===== config.mk =====
export PLATFORM = sky130hd
export DESIGN_NAME = aasg_seq_flat
export DESIGN_NICKNAME = d
export VERILOG_FILES = /design/src/hdl/aasg_pkg.sv /design/src/hdl/aasg_ifs.sv /design/src/hdl/aasg_seq.sv /design/src/flat_wrapper.sv
export SDC_FILE = /design/constraint.sdc
export NUM_CORES = 1
export LEC_CHECK = 0
export BUFFER_PORTS_ARGS = -buffer_cell sky130_fd_sc_hd__buf_2
export CORE_MARGIN = 4
export CORE_UTILIZATION = 30
export CTS_BUF_LIST = sky130_fd_sc_hd__clkbuf_16
export DETAILED_ROUTE_END_ITERATION = 6
export GPL_TIMING_DRIVEN = 0
export MAX_ROUTING_LAYER = met4
export PLACE_DENSITY = 0.48
export SLEW_MARGIN = 25
export SYNTH_ARGS = -nofsm -noshare
export SYNTH_HDL_FRONTEND = slang
export SYNTH_SLANG_ARGS = --single-unit

===== constraint.sdc =====
create_clock -name clk -period 3.92 [get_ports clk]
set_clock_uncertainty 0.2 [all_clocks]
set_input_delay 0 -clock clk [delete_from_list [all_inputs] [get_ports clk]]
set_output_delay 0 -clock clk [all_outputs]
set_load 0.01 [all_outputs]

===== src/hdl/aasg_pkg.sv =====
`timescale 1ns / 1ps
`default_nettype none
// ----------------------------------------------------------------------------
// Annular arc segment generator package
// Shared widths, the segment transaction type and the quarter-wave sine table.
// ----------------------------------------------------------------------------
package aasg_pkg;

  localparam int ANGLE_W         = 9;
  localparam int RADIUS_W        = 12;
  localparam int COUNT_W         = 6;
  localparam int COORD_W         = 29;
  localparam int MAG_W           = 17;
  localparam int QIDX_W          = 7;
  localparam int QUARTER_ENTRIES = 91;
  localparam int PRODUCT_W       = MAG_W + RADIUS_W;
  localparam int CORNERS         = 8;
  localparam int ANGLES          = 4;

  localparam logic [ANGLE_W-1:0] DEG_90  = ANGLE_W'(90);
  localparam logic [ANGLE_W-1:0] DEG_180 = ANGLE_W'(180);
  localparam logic [ANGLE_W-1:0] DEG_270 = ANGLE_W'(270);
  localparam logic [ANGLE_W-1:0] DEG_360 = ANGLE_W'(360);

  typedef logic [ANGLE_W-1:0]         angle_t;
  typedef logic [RADIUS_W-1:0]        radius_t;
  typedef logic [COUNT_W-1:0]         count_t;
  typedef logic signed [COORD_W-1:0]  coord_t;
  typedef logic [MAG_W-1:0]           mag_t;
  typedef logic [QIDX_W-1:0]          qidx_t;
  typedef logic [PRODUCT_W-1:0]       product_t;

  typedef struct packed {
    angle_t  from_angle;
    angle_t  to_angle;
    radius_t outer_radius;
    radius_t inner_radius;
    logic    last_piece;
  } seg_t;

  typedef logic [QUARTER_ENTRIES-1:0][MAG_W-1:0] quarter_table_t;

  localparam logic [63:0] PI_Q60 = 64'h3243F6A8885A308D;
  localparam logic [63:0] ONE_Q60 = 64'd1 << 60;
  localparam logic [63:0] RAD_PER_DEG_Q60 = PI_Q60 / 64'd180;

  function automatic logic [63:0] mul_q60(input logic [63:0] a, input logic [63:0] b);
    logic [127:0] p;
    p = {64'd0, a} * {64'd0, b};
    return p[123:60];
  endfunction

  // round(65536*sin(d degrees)) for d in 0..90, Horner form of the Taylor series
  function automatic mag_t quarter_sine(input int unsigned d);
    logic [63:0] x;
    logic [63:0] x2;
    logic [63:0] t;
    logic [63:0] s;
    x  = RAD_PER_DEG_Q60 * 64'(d);
    x2 = mul_q60(x, x);
    t  = ONE_Q60;
    t  = ONE_Q60 - mul_q60(t, x2) / 64'd342;
    t  = ONE_Q60 - mul_q60(t, x2) / 64'd272;
    t  = ONE_Q60 - mul_q60(t, x2) / 64'd210;
    t  = ONE_Q60 - mul_q60(t, x2) / 64'd156;
    t  = ONE_Q60 - mul_q60(t, x2) / 64'd110;
    t  = ONE_Q60 - mul_q60(t, x2) / 64'd72;
    t  = ONE_Q60 - mul_q60(t, x2) / 64'd42;
    t  = ONE_Q60 - mul_q60(t, x2) / 64'd20;
    t  = ONE_Q60 - mul_q60(t, x2) / 64'd6;
    s  = mul_q60(x, t);
    return MAG_W'((s + (64'd1 << 43)) >> 44);
  endfunction

  function automatic quarter_table_t build_quarter_table();
    quarter_table_t tbl;
    for (int i = 0; i < QUARTER_ENTRIES; i++) begin
      tbl[i] = quarter_sine(i);
    end
    return tbl;
  endfunction

endpackage

`default_nettype wire


===== src/hdl/aasg_ifs.sv =====
`timescale 1ns / 1ps
`default_nettype none
// ----------------------------------------------------------------------------
// Annular arc segment generator channels
// Arc command channel and quad result channel, valid/ready handshake.
// ----------------------------------------------------------------------------
interface aasg_cmd_if;
  logic                  valid;
  logic                  ready;
  aasg_pkg::radius_t     outer_radius;
  aasg_pkg::radius_t     inner_radius;
  aasg_pkg::count_t      segment_count;
  aasg_pkg::angle_t      start_angle;
  aasg_pkg::angle_t      end_angle;

  modport source (output valid, output outer_radius, output inner_radius,
                  output segment_count, output start_angle, output end_angle,
                  input ready);
  modport sink   (input valid, input outer_radius, input inner_radius,
                  input segment_count, input start_angle, input end_angle,
                  output ready);
endinterface


`default_nettype wire


===== src/hdl/aasg_seq.sv =====
`timescale 1ns / 1ps
`default_nettype none
// ----------------------------------------------------------------------------
// Annular arc segment sequencer
// Divides the span by the segment count unless it is zero, then steps the
// point angle once per segment transaction.
// ----------------------------------------------------------------------------
module aasg_seq (
  input  wire logic           clk,
  input  wire logic           rst,
  aasg_cmd_if.sink            cmd,
  output logic                seg_valid,
  input  wire logic           seg_ready,
  output aasg_pkg::seg_t      seg
);

  localparam logic [1:0] S_IDLE = 2'd0;
  localparam logic [1:0] S_DIV  = 2'd1;
  localparam logic [1:0] S_RUN  = 2'd2;
  localparam int         BIT_W  = $clog2(aasg_pkg::ANGLE_W);
  localparam logic [BIT_W-1:0] LAST_BIT = BIT_W'(aasg_pkg::ANGLE_W - 1);

  logic [1:0]              state;
  aasg_pkg::radius_t       ro;
  aasg_pkg::radius_t       ri;
  aasg_pkg::count_t        count;
  aasg_pkg::angle_t        start;
  aasg_pkg::angle_t        endpt;
  aasg_pkg::angle_t        dq;
  aasg_pkg::count_t        rem;
  logic [BIT_W-1:0]        bit_cnt;
  aasg_pkg::angle_t        q;
  aasg_pkg::count_t        r;
  aasg_pkg::count_t        k;
  aasg_pkg::angle_t        prev;

  aasg_pkg::angle_t        st_m;
  aasg_pkg::angle_t        en_m;
  logic [aasg_pkg::ANGLE_W:0] diff;
  aasg_pkg::angle_t        span;
  logic [aasg_pkg::COUNT_W:0] rem_sh;
  logic                    rem_ge;
  logic [aasg_pkg::ANGLE_W:0] cur_sum;
  aasg_pkg::angle_t        cur;
  logic [aasg_pkg::COUNT_W:0] r_sum;
  logic                    r_carry;
  logic                    last;
  logic                    emit;
  logic                    accept;

  assign cmd.ready = (state == S_IDLE);
  assign accept    = cmd.valid && cmd.ready;

  always_comb begin
    st_m = (cmd.start_angle >= aasg_pkg::DEG_360) ?
           cmd.start_angle - aasg_pkg::DEG_360 : cmd.start_angle;
    en_m = (cmd.end_angle > aasg_pkg::DEG_360) ?
           cmd.end_angle - aasg_pkg::DEG_360 : cmd.end_angle;
    diff = {1'b0, en_m} - {1'b0, st_m};
    span = diff[aasg_pkg::ANGLE_W] ? diff[aasg_pkg::ANGLE_W-1:0] + aasg_pkg::DEG_360 :
           diff[aasg_pkg::ANGLE_W-1:0];
  end

  always_comb begin
    rem_sh  = {rem, dq[aasg_pkg::ANGLE_W-1]};
    rem_ge  = rem_sh >= {1'b0, count};
    cur_sum = {1'b0, start} + {1'b0, q};
    cur     = (cur_sum >= {1'b0, aasg_pkg::DEG_360}) ?
              aasg_pkg::ANGLE_W'(cur_sum - {1'b0, aasg_pkg::DEG_360}) :
              cur_sum[aasg_pkg::ANGLE_W-1:0];
    r_sum   = {1'b0, r} + {1'b0, rem};
    r_carry = r_sum >= {1'b0, count};
    last    = (k == count);
    emit    = (state == S_RUN) && (!seg_valid || seg_ready);
  end

  always_ff @(posedge clk) begin
    if (rst) begin
      state     <= S_IDLE;
      seg_valid <= 1'b0;
    end else begin
      if (emit) begin
        seg_valid <= 1'b1;
      end else if (seg_ready) begin
        seg_valid <= 1'b0;
      end
      case (state)
        S_IDLE: begin
          if (accept) begin
            state <= (cmd.segment_count == '0) ? S_RUN : S_DIV;
          end
        end
        S_DIV: begin
          if (bit_cnt == LAST_BIT) begin
            state <= S_RUN;
          end
        end
        S_RUN: begin
          if (emit && last) begin
            state <= S_IDLE;
          end
        end
        default: state <= S_IDLE;
      endcase
    end
  end

  always_ff @(posedge clk) begin
    if (accept) begin
      ro      <= cmd.outer_radius;
      ri      <= cmd.inner_radius;
      count   <= cmd.segment_count;
      start   <= st_m;
      endpt   <= (en_m == aasg_pkg::DEG_360) ? '0 : en_m;
      dq      <= span;
      rem     <= '0;
      bit_cnt <= '0;
      q       <= '0;
      r       <= '0;
      k       <= '0;
      prev    <= st_m;
    end else if (state == S_DIV) begin
      rem     <= rem_ge ? aasg_pkg::COUNT_W'(rem_sh - {1'b0, count}) :
                 rem_sh[aasg_pkg::COUNT_W-1:0];
      dq      <= {dq[aasg_pkg::ANGLE_W-2:0], rem_ge};
      bit_cnt <= bit_cnt + 1'b1;
    end else if (emit) begin
      seg.from_angle   <= prev;
      seg.to_angle     <= last ? endpt : cur;
      seg.outer_radius <= ro;
      seg.inner_radius <= ri;
      seg.last_piece   <= last;
      prev             <= cur;
      r                <= r_carry ? aasg_pkg::COUNT_W'(r_sum - {1'b0, count}) :
                          r_sum[aasg_pkg::COUNT_W-1:0];
      q                <= q + dq + aasg_pkg::ANGLE_W'(r_carry);
      k                <= k + 1'b1;
    end
  end

endmodule

`default_nettype wire


===== src/flat_wrapper.sv =====
// flat-port wrapper written by rule: the top's interface ports become plain ports
module aasg_seq_flat 
  (clk, rst, seg_valid, seg_ready, seg, cmd_valid, cmd_outer_radius, cmd_inner_radius, cmd_segment_count, cmd_start_angle, cmd_end_angle, cmd_ready);
  aasg_cmd_if cmd_i ();
  input  wire logic clk;
  input  wire logic rst;
  output logic seg_valid;
  input  wire logic seg_ready;
  output aasg_pkg::seg_t seg;
  input wire logic [$bits(cmd_i.valid)-1:0] cmd_valid;
  input wire logic [$bits(cmd_i.outer_radius)-1:0] cmd_outer_radius;
  input wire logic [$bits(cmd_i.inner_radius)-1:0] cmd_inner_radius;
  input wire logic [$bits(cmd_i.segment_count)-1:0] cmd_segment_count;
  input wire logic [$bits(cmd_i.start_angle)-1:0] cmd_start_angle;
  input wire logic [$bits(cmd_i.end_angle)-1:0] cmd_end_angle;
  output wire logic [$bits(cmd_i.ready)-1:0] cmd_ready;
  assign cmd_i.valid = cmd_valid;
  assign cmd_i.outer_radius = cmd_outer_radius;
  assign cmd_i.inner_radius = cmd_inner_radius;
  assign cmd_i.segment_count = cmd_segment_count;
  assign cmd_i.start_angle = cmd_start_angle;
  assign cmd_i.end_angle = cmd_end_angle;
  assign cmd_ready = cmd_i.ready;
  aasg_seq u_core (.clk(clk), .rst(rst), .cmd(cmd_i), .seg_valid(seg_valid), .seg_ready(seg_ready), .seg(seg));
endmodule

* Yosys cells after proc, flatten, opt, wreduce, memory -nomap -nowiden
Index checks and enable logic that the tools add are counted.
** Word-level totals
- Bits in registers :: 143
- Input port bits :: 52
- Word-level logic and storage cells :: 81
** Cells by class
- Add/subtract/negate cells :: 13
- $lt $le $gt $ge :: 5
- Eq/ne operators :: 9
- Mux-type cells :: 19
- Bitwise gates (word level) :: 2
- Reductions and logical operators :: 14
** Operator list (count)
- $mux 9 :: 10
- $sub 9x9->9 const B :: 3
- $ge 7x6->1 :: 2
- $mux 6 :: 2
- $sub 6x6->6 :: 2
- $add 9x9->10 :: 1
- $ge 10x9->1 const B :: 1
- $sub 9x9->10 :: 1
- $add 9x1->9 :: 1
- $add 9x9->9 :: 1
- $add 9x9->9 const B :: 1
- $eq 9x9->1 const B :: 1
- $ge 9x9->1 const B :: 1
- $gt 9x9->1 const B :: 1
- $mux 2 :: 4
- $add 6x6->7 :: 1
- $add 6x1->6 const B :: 1
- $eq 6x6->1 :: 1
- $logic_not 6->1 :: 1
- $pmux 2 s3 :: 1
- $reduce_and 3->1 :: 2
- $reduce_bool 2->1 :: 3
- $add 4x1->4 const B :: 1
- $eq 4x4->1 const B :: 1
- other kinds (11) :: 18

* Longest topological paths before layout
- Word-level depth :: 6
- Gate-level depth with buffers :: 22
- Mapped depth without buffers :: 22

* Least setup slack after synthesis
OpenSTA, ideal clock, no wires.
- Kind :: reg2reg
- Start :: register u_core.rem[0]
- End :: register u_core.q[7]
- Arrival time :: 4.004 ns
- Required time :: 3.600 ns
- Path slack :: -0.404 ns
- Stages on the path, launching flop included :: 21
- Buffers on the path :: 0
- Clock period less this slack :: 4.324 ns
- Cell sequence :: dfxtp_1 -> ha_1 -> inv_1 -> fa_1 -> inv_1 -> ha_1 -> nor2b_1 -> o21ai_0 -> a21boi_1 -> o21ai_0 -> nand3b_1 -> a21oi_2 -> fa_1 -> nor2b_1 -> o21ai_0 -> a21boi_1 -> o21ai_0 -> a21boi_1 -> o21a_1 -> or3_1 -> a32o_1
** Between the ends
- Cells in the longest elaborated chain, start to end :: 3
** RTL lines
- from (decl) :: RTL line aasg_seq.sv:30 : aasg_pkg::count_t rem;
- from (signal assigned) :: RTL line aasg_seq.sv:123 : rem <= rem_ge ? aasg_pkg::COUNT_W'(rem_sh - {1'b0, count}) :
- $add 6x6->7 :: RTL line aasg_seq.sv:71 : r_sum = {1'b0, r} + {1'b0, rem};
- $ge 7x6->1 :: RTL line aasg_seq.sv:72 : r_carry = r_sum >= {1'b0, count};
- $add 9x1->9 :: RTL line aasg_seq.sv:136 : q <= q + dq + aasg_pkg::ANGLE_W'(r_carry);
- to (signal assigned) :: RTL line aasg_seq.sv:136
- to (decl) :: RTL line aasg_seq.sv:32 : aasg_pkg::angle_t q;
No other way between the ends.
A chain may end at the register's enable or synchronous reset.

* Worst setup path in the final report
Ends and elaborated chain as after synthesis.

==> metrics.txt <==
vias in the first global route=5634; final worst path period need=4.18 ns; share of Yosys cell area claimed by the top area cell type=42.7%; syn nets=797; number of diodes=0; Async SR Flop Fraction=0%; dpl ws=-0.608 ns; vias per cell=4.57; Leak=4.09 nW; Rel. slew slack=56.6%; CTS Root Cell=clkbuf_16; drt drc=0; mapped cell area=7660 um2; delay of the slowest cell on the worst path=0.54 ns; Synth Flop Type=edfxtp_1; Worst setup SP type=flop; Clock Path Buffers=2; placed insts=1117; Hold Path Class=in2reg; Top cell by count, worst path=o21ai_1; first-pass GRT wire length=29400 um; core area=25200 um2; Initial Util=30.4%; met3 Track Usage GR=2.98%; worst skew pair latency=0.41 ns; Most Crowded Layer GR=met2; post-synthesis cell count=688; worst r2r src=u_core.rem[0]$_SDFFE_PP0P_; Rows=58; DRT Pass-1 Iters=4; Iter 0 DRT Violations=289; layout filler cell count=2422; Die Span Y=168 um; grt met2 use=20.8%; fin cells=1224; worst vdd ir=0.000294 V; sequential area share after synthesis=51.6%; post-synthesis cell type count=76; unrepaired setup endpoints after global routing=yes; CTS tree=done; nets@finish=991; WP buf/inv=2; # IOs=97; largest cells by area after synthesis=edfxtp_1 (43%), dfxtp_1 (8.9%), ha_1 (8.2%), xnor2_1 (3.0%), nand2_1 (2.9%); Ys Warns=0; share of cells above drive strength 1=22.7%; Synth area leader=edfxtp_1; post-route setup slack=-0.256 ns; Sink Count=143; initial antenna violation count=0; crit end category=flop; worst slew pin tran=0.650 ns; Hold Crit Start=cmd_start_angle[8]; worst path cell trace=ha_4 -> inv_2 -> fa_2 -> inv_4 -> ha_4 -> nor2b_1 -> o21ai_1 -> a21boi_1 -> o21ai_1 -> nand3b_1 -> a21oi_4 -> fa_2 -> nor2b_1 -> o21ai_1 -> a21boi_1 -> o21ai_1 -> a21boi_1 -> o21a_1 -> or3_1 -> a32o_1; Post-Route WL=18200 um; Pwr per Cell Area=696 nW/um2; Mapped Avg Cell Area=11.1 um2; Worst path top cell family by delay=compound AO/OA/AOI/OAI gates; failing checks=setup timing; Antenna Nets Post-Route=0; status=complete, but fails checks; Die X=168 um; CP max-delay cell=fa_2; worst-path fanout max=2; port bufs=96; WL/cell=14.9 um; largest net degree at the start of global routing=44; Die Area=28200 um2; Num CTS Buffers=17; Area growth syn-to-layout=30.4%; number of synthesized flops with an enable pin=109; design area=9990 um2; Via Count=5597; Area after DPL=8670 um2; Crit. Startpoint=u_core.rem[0]$_SDFFE_PP0P_; Slew Viols, Final=0; gpl congestion=0.827; Reg area=3960 um2; final hold violations=0; CP Class=reg2reg; Reg clk slew, reported paths=0.06 ns; Remaining Overflow, GRT=0; Final setup viols=2; hpwl dp=13400 um; number of synthesized register bits=143; area of the multi-input gates=3510 um2; final core utilization=39.7%; fmax=239 MHz; M1 GR Usage=17.9%; crit path DAT=4.28 ns; max-cap viol count=0; H-Tree Depth=4; fin crit share=107%; CP required=4.02 ns; GRT Total Usage=13.4%
-- per-layer routing --
metal	vias to the layer above	share of wire, %
li1	2873	-
met1	2601	50
met2	107	45
met3	16	4.5
met4	0	1.0
met5	-	0
-- report_power, final --
group          total [W]  switching, W  internal (W)
Sequential       0.00233      0.000186       0.00214
Combinational    0.00313       0.00170       0.00143
Clock            0.00150      0.000631      0.000867
-- final cells by class --
cell class / count / share of cell area, %
Buffer: 18 / 0.764
Clock buffer: 17 / 4.26
Clock inverter: 14 / 1.18
Inverter: 58 / 2.20
Multi-Input combinational cell: 469 / 35.2
Sequential cell: 143 / 39.6
Tap cell: 330 / 4.13
Timing Repair Buffer: 175 / 12.7
-- path summary, 6_finish.rpt --
kind	slack [ns]	cells after the start	to
worst max-delay path	-0.26	20	u_core.q[7]$_SDFFE_PP0P_
worst min-delay path	0.07	3	u_core.start[3]$_DFFE_PP_
worst max register to register	-0.26	20	u_core.q[7]$_SDFFE_PP0P_
worst min register to register	0.21	0	u_core.seg[8]$_DFFE_PP_
-- stage by stage --
| step | power, W | hold slack (ns) | TNS [ns] |
|---|---|---|---|
| final | 0.00696 | 0.0685 | -0.495 |
| after global routing | 0.00748 | 0.0790 | -1.36 |
| after CTS | 0.00700 | 0.0618 | -0.603 |
| after detailed placement | 0.00526 | -0.0213 | -2.42 |
| after global placement | 0.00522 | -0.0238 | -25.73 |
| after floorplan | 0.00452 | -0.131 | -0.235 |
-- logic make-up after synthesis --
group	after synthesis	share of synthesized area, %
and+or+nand+nor	187	11.8
xor gates and xnor gates	47	5.47
adders and majority gates	57	9.99
muxes	21	2.91
AOI/OAI and AO/OA	157	14.5
DFF	143	51.6
buffers and inverters	76	3.77
-- synthesized netlist by cell type, types with 3 or more instances --
cell,number
nor2_1,50
nand2_1,59
nand2b_1,10
o21a_1,7
a21boi_1,4
a21o_1,6
or3_1,4
nor3_1,7
o21bai_1,4
clkbuf_1,13
o21ai_0,39
xnor2_1,26
nor2b_1,10
nand4_1,5
o211ai_1,5
a21oi_2,3
buf_2,3
mux2i_1,11
ha_1,50
fa_1,7
o22ai_1,5
edfxtp_1,109
nor4_1,7
o21ai_1,3
and4_1,3
a21oi_1,31
mux2_2,10
and2_1,5
nand3_1,13
nor3b_1,3
o31ai_1,7
a21boi_0,4
a31oi_1,5
xor2_1,20
inv_1,57
dfxtp_1,34
-- worst reg2reg max path: stages, from the launching register on --
cell and delay, ns:
dfxtp_4 0.37, ha_4 0.14, inv_2 0.04, fa_2 0.54, inv_4 0.04, ha_4 0.22
nor2b_1 0.12, o21ai_1 0.16, a21boi_1 0.11, o21ai_1 0.18, nand3b_1 0.15, a21oi_4 0.22
fa_2 0.24, nor2b_1 0.05, o21ai_1 0.17, a21boi_1 0.12, o21ai_1 0.18, a21boi_1 0.11
o21a_1 0.18, or3_1 0.30, a32o_1 0.24
-- placed cells by master, fill, tap and decap left out, types with 6 or more instances in the layout --
master | synthesis | routed
a21o_1 | 6 | 6
a21oi_1 | 31 | 28
buf_2 | 3 | 100
buf_4 | 0 | 17
clkbuf_1 | 13 | 12
clkbuf_16 | 0 | 17
dfxtp_1 | 34 | 31
dlygate4sd3_1 | 0 | 59
edfxtp_1 | 109 | 109
ha_1 | 50 | 47
inv_1 | 57 | 54
mux2_2 | 10 | 10
mux2i_1 | 11 | 11
nand2_1 | 59 | 59
nand2b_1 | 10 | 10
nand3_1 | 13 | 13
nor2_1 | 50 | 50
nor2b_1 | 10 | 10
nor3_1 | 7 | 7
nor4_1 | 7 | 7
o21a_1 | 7 | 6
o21ai_0 | 39 | 30
o21ai_1 | 3 | 11
o31ai_1 | 7 | 6
xnor2_1 | 26 | 24
xor2_1 | 20 | 19
-- timing repair --
action	CTS	global route
buffers inserted	16	1
hold buffers	59	0
endpoints found under the hold margin	56	0
endpoints found under the setup margin	4	9
resized for setup	6	13
pin swaps	20	3
-- flip-flops by register name, summed over array words and instances (netlist names), 9 cells and up --
| signal | flops |
|---|---|
| u_core.seg | 43 |
| u_core.ri | 12 |
| u_core.ro | 12 |
| u_core.dq | 9 |
| u_core.endpt | 9 |
| u_core.prev | 9 |
| u_core.q | 9 |
| u_core.start | 9 |
No activity file was read; power rests on OpenSTA's default activity.
