$ cat config.mk
export PLATFORM = sky130hd
export DESIGN_NAME = aasg_pipe_flat
export DESIGN_NICKNAME = d
export VERILOG_FILES = /design/src/hdl/aasg_pkg.sv /design/src/hdl/aasg_ifs.sv /design/src/hdl/aasg_pipe.sv /design/src/flat_wrapper.sv
export SDC_FILE = /design/constraint.sdc
export NUM_CORES = 2
export LEC_CHECK = 0
export BUFFER_PORTS_ARGS = -buffer_cell sky130_fd_sc_hd__buf_2
export CAP_MARGIN = 0
export CORE_MARGIN = 2
export CORE_UTILIZATION = 50
export DETAILED_ROUTE_END_ITERATION = 7
export GPL_TIMING_DRIVEN = 0
export PLACE_DENSITY = 0.71
export SLEW_MARGIN = 0
export SYNTH_ARGS = -nofsm -noshare
export SYNTH_HDL_FRONTEND = slang
export SYNTH_SLANG_ARGS = --single-unit
$ cat constraint.sdc
create_clock -name clk -period 42.1 [get_ports clk]
set_input_delay 6.315 -clock clk [delete_from_list [all_inputs] [get_ports clk]]
set_output_delay 6.315 -clock clk [all_outputs]
set_load 0.1 [all_outputs]
$ cat src/hdl/aasg_pkg.sv
`timescale 1ns / 1ps
`default_nettype none
// ----------------------------------------------------------------------------
// Annular arc segment generator package
// Shared widths, the segment transaction type and the quarter-wave sine table.
// ----------------------------------------------------------------------------
package aasg_pkg;

  localparam int ANGLE_W         = 9;
  localparam int RADIUS_W        = 12;
  localparam int COUNT_W         = 6;
  localparam int COORD_W         = 29;
  localparam int MAG_W           = 17;
  localparam int QIDX_W          = 7;
  localparam int QUARTER_ENTRIES = 91;
  localparam int PRODUCT_W       = MAG_W + RADIUS_W;
  localparam int CORNERS         = 8;
  localparam int ANGLES          = 4;

  localparam logic [ANGLE_W-1:0] DEG_90  = ANGLE_W'(90);
  localparam logic [ANGLE_W-1:0] DEG_180 = ANGLE_W'(180);
  localparam logic [ANGLE_W-1:0] DEG_270 = ANGLE_W'(270);
  localparam logic [ANGLE_W-1:0] DEG_360 = ANGLE_W'(360);

  typedef logic [ANGLE_W-1:0]         angle_t;
  typedef logic [RADIUS_W-1:0]        radius_t;
  typedef logic [COUNT_W-1:0]         count_t;
  typedef logic signed [COORD_W-1:0]  coord_t;
  typedef logic [MAG_W-1:0]           mag_t;
  typedef logic [QIDX_W-1:0]          qidx_t;
  typedef logic [PRODUCT_W-1:0]       product_t;

  typedef struct packed {
    angle_t  from_angle;
    angle_t  to_angle;
    radius_t outer_radius;
    radius_t inner_radius;
    logic    last_piece;
  } seg_t;

  typedef logic [QUARTER_ENTRIES-1:0][MAG_W-1:0] quarter_table_t;

  localparam logic [63:0] PI_Q60 = 64'h3243F6A8885A308D;
  localparam logic [63:0] ONE_Q60 = 64'd1 << 60;
  localparam logic [63:0] RAD_PER_DEG_Q60 = PI_Q60 / 64'd180;

  function automatic logic [63:0] mul_q60(input logic [63:0] a, input logic [63:0] b);
    logic [127:0] p;
    p = {64'd0, a} * {64'd0, b};
    return p[123:60];
  endfunction

  // round(65536*sin(d degrees)) for d in 0..90, Horner form of the Taylor series
  function automatic mag_t quarter_sine(input int unsigned d);
    logic [63:0] x;
    logic [63:0] x2;
    logic [63:0] t;
    logic [63:0] s;
    x  = RAD_PER_DEG_Q60 * 64'(d);
    x2 = mul_q60(x, x);
    t  = ONE_Q60;
    t  = ONE_Q60 - mul_q60(t, x2) / 64'd342;
    t  = ONE_Q60 - mul_q60(t, x2) / 64'd272;
    t  = ONE_Q60 - mul_q60(t, x2) / 64'd210;
    t  = ONE_Q60 - mul_q60(t, x2) / 64'd156;
    t  = ONE_Q60 - mul_q60(t, x2) / 64'd110;
    t  = ONE_Q60 - mul_q60(t, x2) / 64'd72;
    t  = ONE_Q60 - mul_q60(t, x2) / 64'd42;
    t  = ONE_Q60 - mul_q60(t, x2) / 64'd20;
    t  = ONE_Q60 - mul_q60(t, x2) / 64'd6;
    s  = mul_q60(x, t);
    return MAG_W'((s + (64'd1 << 43)) >> 44);
  endfunction

  function automatic quarter_table_t build_quarter_table();
    quarter_table_t tbl;
    for (int i = 0; i < QUARTER_ENTRIES; i++) begin
      tbl[i] = quarter_sine(i);
    end
    return tbl;
  endfunction

endpackage

`default_nettype wire

$ cat src/hdl/aasg_ifs.sv
`timescale 1ns / 1ps
`default_nettype none


interface aasg_quad_if;
  logic             valid;
  logic             ready;
  aasg_pkg::coord_t from_outer_x;
  aasg_pkg::coord_t from_outer_y;
  aasg_pkg::coord_t to_outer_x;
  aasg_pkg::coord_t to_outer_y;
  aasg_pkg::coord_t to_inner_x;
  aasg_pkg::coord_t to_inner_y;
  aasg_pkg::coord_t from_inner_x;
  aasg_pkg::coord_t from_inner_y;
  logic             last_piece;

  modport source (output valid, output from_outer_x, output from_outer_y,
                  output to_outer_x, output to_outer_y, output to_inner_x,
                  output to_inner_y, output from_inner_x, output from_inner_y,
                  output last_piece, input ready);
  modport sink   (input valid, input from_outer_x, input from_outer_y,
                  input to_outer_x, input to_outer_y, input to_inner_x,
                  input to_inner_y, input from_inner_x, input from_inner_y,
                  input last_piece, output ready);
endinterface

`default_nettype wire

$ cat src/hdl/aasg_pipe.sv
`timescale 1ns / 1ps
`default_nettype none
// ----------------------------------------------------------------------------
// Annular arc segment coordinate pipeline
// Four stages: cosine angles, quarter-wave lookup, radius multiply, sign.
// ----------------------------------------------------------------------------
module aasg_pipe (
  input  wire logic           clk,
  input  wire logic           rst,
  input  wire logic           seg_valid,
  output logic                seg_ready,
  input  wire aasg_pkg::seg_t seg,
  aasg_quad_if.source         quad
);

  localparam aasg_pkg::quarter_table_t QUARTER_TABLE = aasg_pkg::build_quarter_table();

  typedef struct packed {
    aasg_pkg::qidx_t idx;
    logic            neg;
  } fold_t;

  function automatic aasg_pkg::angle_t cos_angle(input aasg_pkg::angle_t a);
    logic [aasg_pkg::ANGLE_W:0] s;
    s = {1'b0, a} + {1'b0, aasg_pkg::DEG_90};
    if (s >= {1'b0, aasg_pkg::DEG_360}) begin
      s = s - {1'b0, aasg_pkg::DEG_360};
    end
    return s[aasg_pkg::ANGLE_W-1:0];
  endfunction

  function automatic fold_t fold(input aasg_pkg::angle_t a);
    fold_t f;
    if (a <= aasg_pkg::DEG_90) begin
      f.idx = aasg_pkg::QIDX_W'(a);
      f.neg = 1'b0;
    end else if (a <= aasg_pkg::DEG_180) begin
      f.idx = aasg_pkg::QIDX_W'(aasg_pkg::DEG_180 - a);
      f.neg = 1'b0;
    end else if (a <= aasg_pkg::DEG_270) begin
      f.idx = aasg_pkg::QIDX_W'(a - aasg_pkg::DEG_180);
      f.neg = 1'b1;
    end else begin
      f.idx = aasg_pkg::QIDX_W'(aasg_pkg::DEG_360 - a);
      f.neg = 1'b1;
    end
    return f;
  endfunction

  logic               v1, v2, v3, v4;
  logic               adv1, adv2, adv3, adv4;
  aasg_pkg::angle_t   ang1 [aasg_pkg::ANGLES];
  aasg_pkg::radius_t  ro1, ri1, ro2, ri2;
  logic               last1, last2, last3, last4;
  aasg_pkg::mag_t     mag2 [aasg_pkg::ANGLES];
  logic               neg2 [aasg_pkg::ANGLES];
  aasg_pkg::product_t prod3 [aasg_pkg::CORNERS];
  logic               neg3 [aasg_pkg::CORNERS];
  aasg_pkg::coord_t   coord4 [aasg_pkg::CORNERS];

  assign adv4      = !v4 || quad.ready;
  assign adv3      = !v3 || adv4;
  assign adv2      = !v2 || adv3;
  assign adv1      = !v1 || adv2;
  assign seg_ready = adv1;

  always_ff @(posedge clk) begin
    if (rst) begin
      v1 <= 1'b0;
      v2 <= 1'b0;
      v3 <= 1'b0;
      v4 <= 1'b0;
    end else begin
      if (adv1) v1 <= seg_valid;
      if (adv2) v2 <= v1;
      if (adv3) v3 <= v2;
      if (adv4) v4 <= v3;
    end
  end

  always_ff @(posedge clk) begin
    if (adv1 && seg_valid) begin
      ang1[0] <= seg.from_angle;
      ang1[1] <= cos_angle(seg.from_angle);
      ang1[2] <= seg.to_angle;
      ang1[3] <= cos_angle(seg.to_angle);
      ro1     <= seg.outer_radius;
      ri1     <= seg.inner_radius;
      last1   <= seg.last_piece;
    end
  end

  for (genvar a = 0; a < aasg_pkg::ANGLES; a++) begin : g_lookup
    fold_t f;
    assign f = fold(ang1[a]);
    always_ff @(posedge clk) begin
      if (adv2 && v1) begin
        mag2[a] <= QUARTER_TABLE[f.idx];
        neg2[a] <= f.neg;
      end
    end
  end

  always_ff @(posedge clk) begin
    if (adv2 && v1) begin
      ro2   <= ro1;
      ri2   <= ri1;
      last2 <= last1;
    end
    if (adv3 && v2) begin
      last3 <= last2;
    end
    if (adv4 && v3) begin
      last4 <= last3;
    end
  end

  // corner order: from outer, to outer, to inner, from inner; x then y
  for (genvar j = 0; j < aasg_pkg::CORNERS; j++) begin : g_corner
    localparam int AI = (j < 4) ? j : ((j < 6) ? j - 2 : j - 6);
    aasg_pkg::radius_t rad;
    assign rad = (j < 4) ? ro2 : ri2;
    always_ff @(posedge clk) begin
      if (adv3 && v2) begin
        prod3[j] <= aasg_pkg::PRODUCT_W'(mag2[AI]) * aasg_pkg::PRODUCT_W'(rad);
        neg3[j]  <= neg2[AI];
      end
      if (adv4 && v3) begin
        coord4[j] <= neg3[j] ? aasg_pkg::coord_t'(aasg_pkg::COORD_W'(0) - prod3[j]) :
                     aasg_pkg::coord_t'(prod3[j]);
      end
    end
  end

  assign quad.valid        = v4;
  assign quad.from_outer_x = coord4[0];
  assign quad.from_outer_y = coord4[1];
  assign quad.to_outer_x   = coord4[2];
  assign quad.to_outer_y   = coord4[3];
  assign quad.to_inner_x   = coord4[4];
  assign quad.to_inner_y   = coord4[5];
  assign quad.from_inner_x = coord4[6];
  assign quad.from_inner_y = coord4[7];
  assign quad.last_piece   = last4;

endmodule

`default_nettype wire

$ cat src/flat_wrapper.sv
// flat-port wrapper written by rule: the top's interface ports become plain ports
module aasg_pipe_flat 
  (clk, rst, seg_valid, seg_ready, seg, quad_valid, quad_from_outer_x, quad_from_outer_y, quad_to_outer_x, quad_to_outer_y, quad_to_inner_x, quad_to_inner_y, quad_from_inner_x, quad_from_inner_y, quad_last_piece, quad_ready);
  aasg_quad_if quad_i ();
  input  wire logic clk;
  input  wire logic rst;
  input  wire logic seg_valid;
  output logic seg_ready;
  input  wire aasg_pkg::seg_t seg;
  output wire logic [$bits(quad_i.valid)-1:0] quad_valid;
  output wire logic [$bits(quad_i.from_outer_x)-1:0] quad_from_outer_x;
  output wire logic [$bits(quad_i.from_outer_y)-1:0] quad_from_outer_y;
  output wire logic [$bits(quad_i.to_outer_x)-1:0] quad_to_outer_x;
  output wire logic [$bits(quad_i.to_outer_y)-1:0] quad_to_outer_y;
  output wire logic [$bits(quad_i.to_inner_x)-1:0] quad_to_inner_x;
  output wire logic [$bits(quad_i.to_inner_y)-1:0] quad_to_inner_y;
  output wire logic [$bits(quad_i.from_inner_x)-1:0] quad_from_inner_x;
  output wire logic [$bits(quad_i.from_inner_y)-1:0] quad_from_inner_y;
  output wire logic [$bits(quad_i.last_piece)-1:0] quad_last_piece;
  input wire logic [$bits(quad_i.ready)-1:0] quad_ready;
  assign quad_valid = quad_i.valid;
  assign quad_from_outer_x = quad_i.from_outer_x;
  assign quad_from_outer_y = quad_i.from_outer_y;
  assign quad_to_outer_x = quad_i.to_outer_x;
  assign quad_to_outer_y = quad_i.to_outer_y;
  assign quad_to_inner_x = quad_i.to_inner_x;
  assign quad_to_inner_y = quad_i.to_inner_y;
  assign quad_from_inner_x = quad_i.from_inner_x;
  assign quad_from_inner_y = quad_i.from_inner_y;
  assign quad_last_piece = quad_i.last_piece;
  assign quad_i.ready = quad_ready;
  aasg_pipe u_core (.clk(clk), .rst(rst), .seg_valid(seg_valid), .seg_ready(seg_ready), .seg(seg), .quad(quad_i));
endmodule
# Yosys cells after proc, flatten, opt, wreduce, memory -nomap -nowiden

Memory sizes are Yosys's and may differ from the RTL's.
Index checks and enable logic that the tools add are counted.

Bits in writable memories: 580
Bits of input ports: 47
Logic and storage cells: 120
Memories kept: 10
Bits in read-only memories: 8704
Register bits after elaboration: 56
Output and inout bits: 235

Memories:

| name             | words | bits a word | rd ports | clocked after Yosys merged registers in | write ports | RTL line        | text |
|---|---|---|---|---|---|---|---|
| (name not given) | 128   | 17          | 1        | 0                                       | 0           | aasg_pipe.sv:98 | `mag2[a] <= QUARTER_TABLE[f.idx];` |
| (name not given) | 128   | 17          | 1        | 0                                       | 0           | aasg_pipe.sv:98 |  |
| (name not given) | 128   | 17          | 1        | 0                                       | 0           | aasg_pipe.sv:98 |  |
| (name not given) | 128   | 17          | 1        | 0                                       | 0           | aasg_pipe.sv:98 |  |
| u_core.coord4    | 8     | 29          | 8        | 0                                       | 8           | aasg_pipe.sv:59 | `aasg_pkg::coord_t coord4 [aasg_pkg::CORNERS];` |
| u_core.prod3     | 8     | 29          | 8        | 0                                       | 8           | aasg_pipe.sv:57 | `aasg_pkg::product_t prod3 [aasg_pkg::CORNERS];` |
| +4 memories      | n/a   | n/a         | n/a      | n/a                                     | n/a         | n/a             |  |

Multiply operators: 8
Magnitude comparators: 18
Reduce and logical (&&, ||, !) cells: 12
Add/subtract/negate cells: 24
Mux-type cells: 36

Operator list:

| kind                    | count |
|---|---|
| $mul A17 B12 Y29        | 8 |
| $mux W29                | 8 |
| $sub A1 B29 Y29 const A | 8 |
| $mux W8                 | 12 |
| $mux W17                | 4 |
| $le A9 B7 Y1 const B    | 4 |
| $le A9 B8 Y1 const B    | 4 |
| $le A9 B9 Y1 const B    | 4 |
| $mux W9                 | 4 |
| $lt A7 B8 Y1 const B    | 4 |
| $sub A6 B7 Y7 const A   | 4 |
| $sub A7 B6 Y7 const B   | 4 |
| $sub A7 B7 Y7 const A   | 4 |
| $add A9 B7 Y10 const B  | 2 |
| $ge A10 B9 Y1 const B   | 2 |
| $sub A9 B9 Y9 const B   | 2 |
| $mux W1                 | 8 |
| $logic_and A1 B1 Y1     | 4 |
| $logic_not A1 Y1        | 4 |
| $logic_or A1 B1 Y1      | 4 |

# Longest topological paths before layout

Word-level depth: 8
Depth in mapped cells: 25
Depth with buffers taken out: 22

# Worst setup path before layout

OpenSTA, ideal clock, no wires.

Path kind: input-to-reg
Start point: input quad_ready
End point: register u_core.last3, enable pin
Path slack: 17449 ps
Buffers on the path: 0
Cell stages on the path: 2
Arrival: 23453 ps
Library setup time: 1198 ps
Data required time: 40902 ps
Cell sequence: nor2b_1 > a21boi_0

Cells in the longest elaborated chain, start to end: 3

RTL lines:

| item                 | RTL line           | text |
|---|---|---|
| start, declared      | flat_wrapper.sv:20 | `input wire logic [$bits(quad_i.ready)-1:0] quad_ready;` |
| $logic_or A1 B1 Y1   | aasg_pipe.sv:61    | `assign adv4 = !v4 \|\| quad.ready;` |
| $logic_or A1 B1 Y1   | aasg_pipe.sv:62    | `assign adv3 = !v3 \|\| adv4;` |
| $logic_and A1 B1 Y1  | aasg_pipe.sv:110   | `if (adv3 && v2) begin` |
| end signal, assigned | aasg_pipe.sv:111   | `last3 <= last2;` |
| end, declared        | aasg_pipe.sv:54    | `logic last1, last2, last3, last4;` |

Every way passes these cells.
A chain may end at the register's enable or synchronous reset.

# Final worst setup path

Start point: input quad_ready
End point: output seg_ready

Cells in the longest elaborated chain, start to end: 4

RTL lines:

| item               | RTL line          | text |
|---|---|---|
| $logic_or A1 B1 Y1 | aasg_pipe.sv:61   |  |
| $logic_or A1 B1 Y1 | aasg_pipe.sv:62   |  |
| $logic_or A1 B1 Y1 | aasg_pipe.sv:63   | `assign adv2 = !v2 \|\| adv3;` |
| $logic_or A1 B1 Y1 | aasg_pipe.sv:64   | `assign adv1 = !v1 \|\| adv2;` |
| end, declared      | flat_wrapper.sv:8 | `output logic seg_ready;` |

Every way passes these cells.

==> results.json <==
{
  "port_buffers": 281,
  "tightest_slew_ns": 1.625,
  "synth_top_area_frac": 0.2833,
  "start_kind": "input port",
  "fmax_mhz": 71.31,
  "period_needed_ns": 14.02,
  "r2r-start": "u_core.g_corner[4].rad[5]",
  "tritoncts": "yes",
  "min_to": "u_core.g_corner[4].rad[8]",
  "synthTopCellsByArea": "fa_1 28%, edfxtp_1 22%, ha_1 9.1%, inv_1 7.1%, nand2_1 6.2%",
  "r2r_slack_ns": 33.48,
  "critical_path_class": "input port to output pin",
  "postCtsSetupBuffers": 0,
  "synth_seq_cells": 630,
  "core_sq_um": 168900,
  "area_growth_pct": 8.345,
  "holdPathStages": 0,
  "drv_slew": 34,
  "clockRootBuffer": "clkbuf_16",
  "rsz0062_at_grt": "false",
  "cp-end-kind": "output pin",
  "synth-async-reset-ratio": 0,
  "crit_fanout": 5,
  "finClkSkew_ns": 0.05126,
  "final.setup.tns_ns": 0,
  "syn_nets": 11040,
  "hp-class": "flop to flop",
  "seq_area_frac_synth": 0.2227,
  "synth_ff_type": "edfxtp_1",
  "htree_num_levels": 3,
  "cts_buffer_depth": 3,
  "hold_path.startpoint": "u_core.ri1[8]",
  "nFillCells": 15240,
  "syn-mean-instance-area_sq_um": 9.239,
  "gp_congestion": 1.032,
  "cp.arrival_ns": 7.71,
  "antenna_found_initial": 28,
  "post_drt_wl_per_cell_um": 25.03,
  "drt_iter0_markers": 6861,
  "dieArea_sq_um": 172900,
  "relSlewSlack": -0.08320,
  "die_h_um": 415.8,
  "pin_count": 282,
  "wl_um": 296400,
  "design_area_sq_um": 91860,
  "maxCapViolCount": 5,
  "synth_most_common_cell": "inv_1",
  "hold_viol": 0,
  "yosys-top-cells-count": "1602 x inv_1, 1407 x nand2_1, 1200 x fa_1",
  "hpwl_um": 231400,
  "die_w_um": 415.8,
  "finalSetupViolCount": 0,
  "yosysWarnings": 0,
  "yosys.area.top_type": "fa_1",
  "path_cells": "buf_2 -> nor2b_1 -> and3_1 -> nand2_1 -> buf_2",
  "synth_edf_count": 626,
  "clkSlewWorstSetupHoldPaths_ns": 0.06,
  "failed_checks": "DRC, capacitance limit, slew limit",
  "ant_nets": 0,
  "drc": 1,
  "placed_area_sq_um": 89450,
  "rows": 151,
  "drive_gt1_frac": 0.05569,
  "dr_total_vias": 70190,
  "cts_hold_buf": 0,
  "grt_start_max_net_pins": 42,
  "syn_inst": 9177,
  "routed_via_density": 5.926,
  "synth_cell_types": 94,
  "status": "finished, violations left",
  "syn_area_sq_um": 84790,
  "drt_first_pass_iters": 8,
  "track_usage": 0.3413,
  "cp_data_required_time_ns": 35.78,
  "grt_pass1_wl_um": 440600,
  "cpMostUsedCell": "buf_2",
  "r2r-end": "u_core.prod3[1][27]",
  "reg2regPathDepth": 22,
  "slowest_stage": "nor2b_1",
  "cts_buffers": 73,
  "grt.overflow.total": 0,
  "start_util": 0.5020,
  "nets": 11420,
  "timing.final.crit_share": 0.3331,
  "post_cts_resized": 0,
  "slowest_delay_ns": 0.45,
  "cts_sinks": 630,
  "clock_latency_ns": 0.74,
  "grt_pass1_vias": 71060
}
-- cells by family after synthesis --
logic type / count (synthesis) / synth area share
AND/OR/NAND/NOR: 2801 / 0.1547
buffers and inverters: 2123 / 0.09480
adder cells (fa/ha/maj): 1820 / 0.3748
AO/OA/AOI/OAI: 1332 / 0.1037
flip-flops: 630 / 0.2227
XOR/XNOR: 450 / 0.04666
multiplexers: 21 / 0.002627
-- state kept, by name, indices dropped and copies added (netlist names) --
name / count
u_core.coord4: 232
u_core.prod3: 232
u_core.mag2: 68
u_core.ang1: 34
u_core.g_corner.rad: 24
u_core.ri1: 12
u_core.ro1: 12
u_core.neg2: 4
u_core.neg3: 4
u_core.last1: 1
u_core.last2: 1
u_core.last3: 1
u_core.quad.last_piece: 1
u_core.quad.valid: 1
u_core.v1: 1
u_core.v2: 1
u_core.v3: 1
-- cell type report --
class                   instances  area (sq um)  share of cell area
diodes                         19         47.55           0.0005176
plain buffers                 516          2018             0.02197
clock buffers                  96          1977             0.02152
clock inverters                31         381.6            0.004154
inverters                    1607          6032             0.06567
multi-input cells            6424         57910              0.6304
flip-flops and latches        630         18880              0.2055
well taps                    2218          2775             0.03021
repair buffers                302          1844             0.02008
-- placed cells by master (no fill, tap or decap), drive strengths merged, types with 69 or more instances in the layout --
cell type	n
nor3	120
nand3	88
inv	1610
xor2	76
fa	1200
clkbuf	540
xnor2	374
a211oi	74
ha	620
o31ai	69
nand2	1407
a21oi	321
edfxtp	626
o21ai	312
nor2	297
and2	592
buf	374
-- critical path, delay by kind of cell --
| kind | cells | cell delay, ns |
|---|---|---|
| AND/OR/NAND/NOR | 3 | 0.98 |
| buffers and inverters | 2 | 0.42 |
-- how the worst max path moves through the flow --
| stage | startpoint | to | slack [ns] |
|---|---|---|---|
| floorplan | quad_ready | u_core.last3 | 17.45 |
| global placement | quad_ready | u_core.prod3[1][54] | 9.77 |
| detailed placement | quad_ready | seg_ready | 28.07 |
| CTS | quad_ready | seg_ready | 28.07 |
| global route | quad_ready | seg_ready | 27.98 |
| finish | quad_ready | seg_ready | 28.08 |
-- stage by stage --
step	util	std cells	hold WS (ns)	setup slack, ns
after global routing	0.5436	11830	0.4260	27.98
after detailed placement	0.5296	11700	0.4089	28.07
after floorplan	-	9177	0.4003	17.45
after CTS	0.5436	11820	0.4233	28.07
final	0.5439	11840	0.4207	28.08
after global placement	0.5267	11680	0.4067	9.767
-- routing by layer --
metal	global-route usage	vias up	part of all wire
li1	-	30270	-
met1	0.4399	34890	0.38
met2	0.5163	4043	0.44
met3	0.09197	960	0.11
met4	0.2018	26	0.068
met5	0	-	0.00064
Power is left out: the tool's default activity adds up to more than one toggle a clock period on the data nets, which glitch-free logic cannot reach.
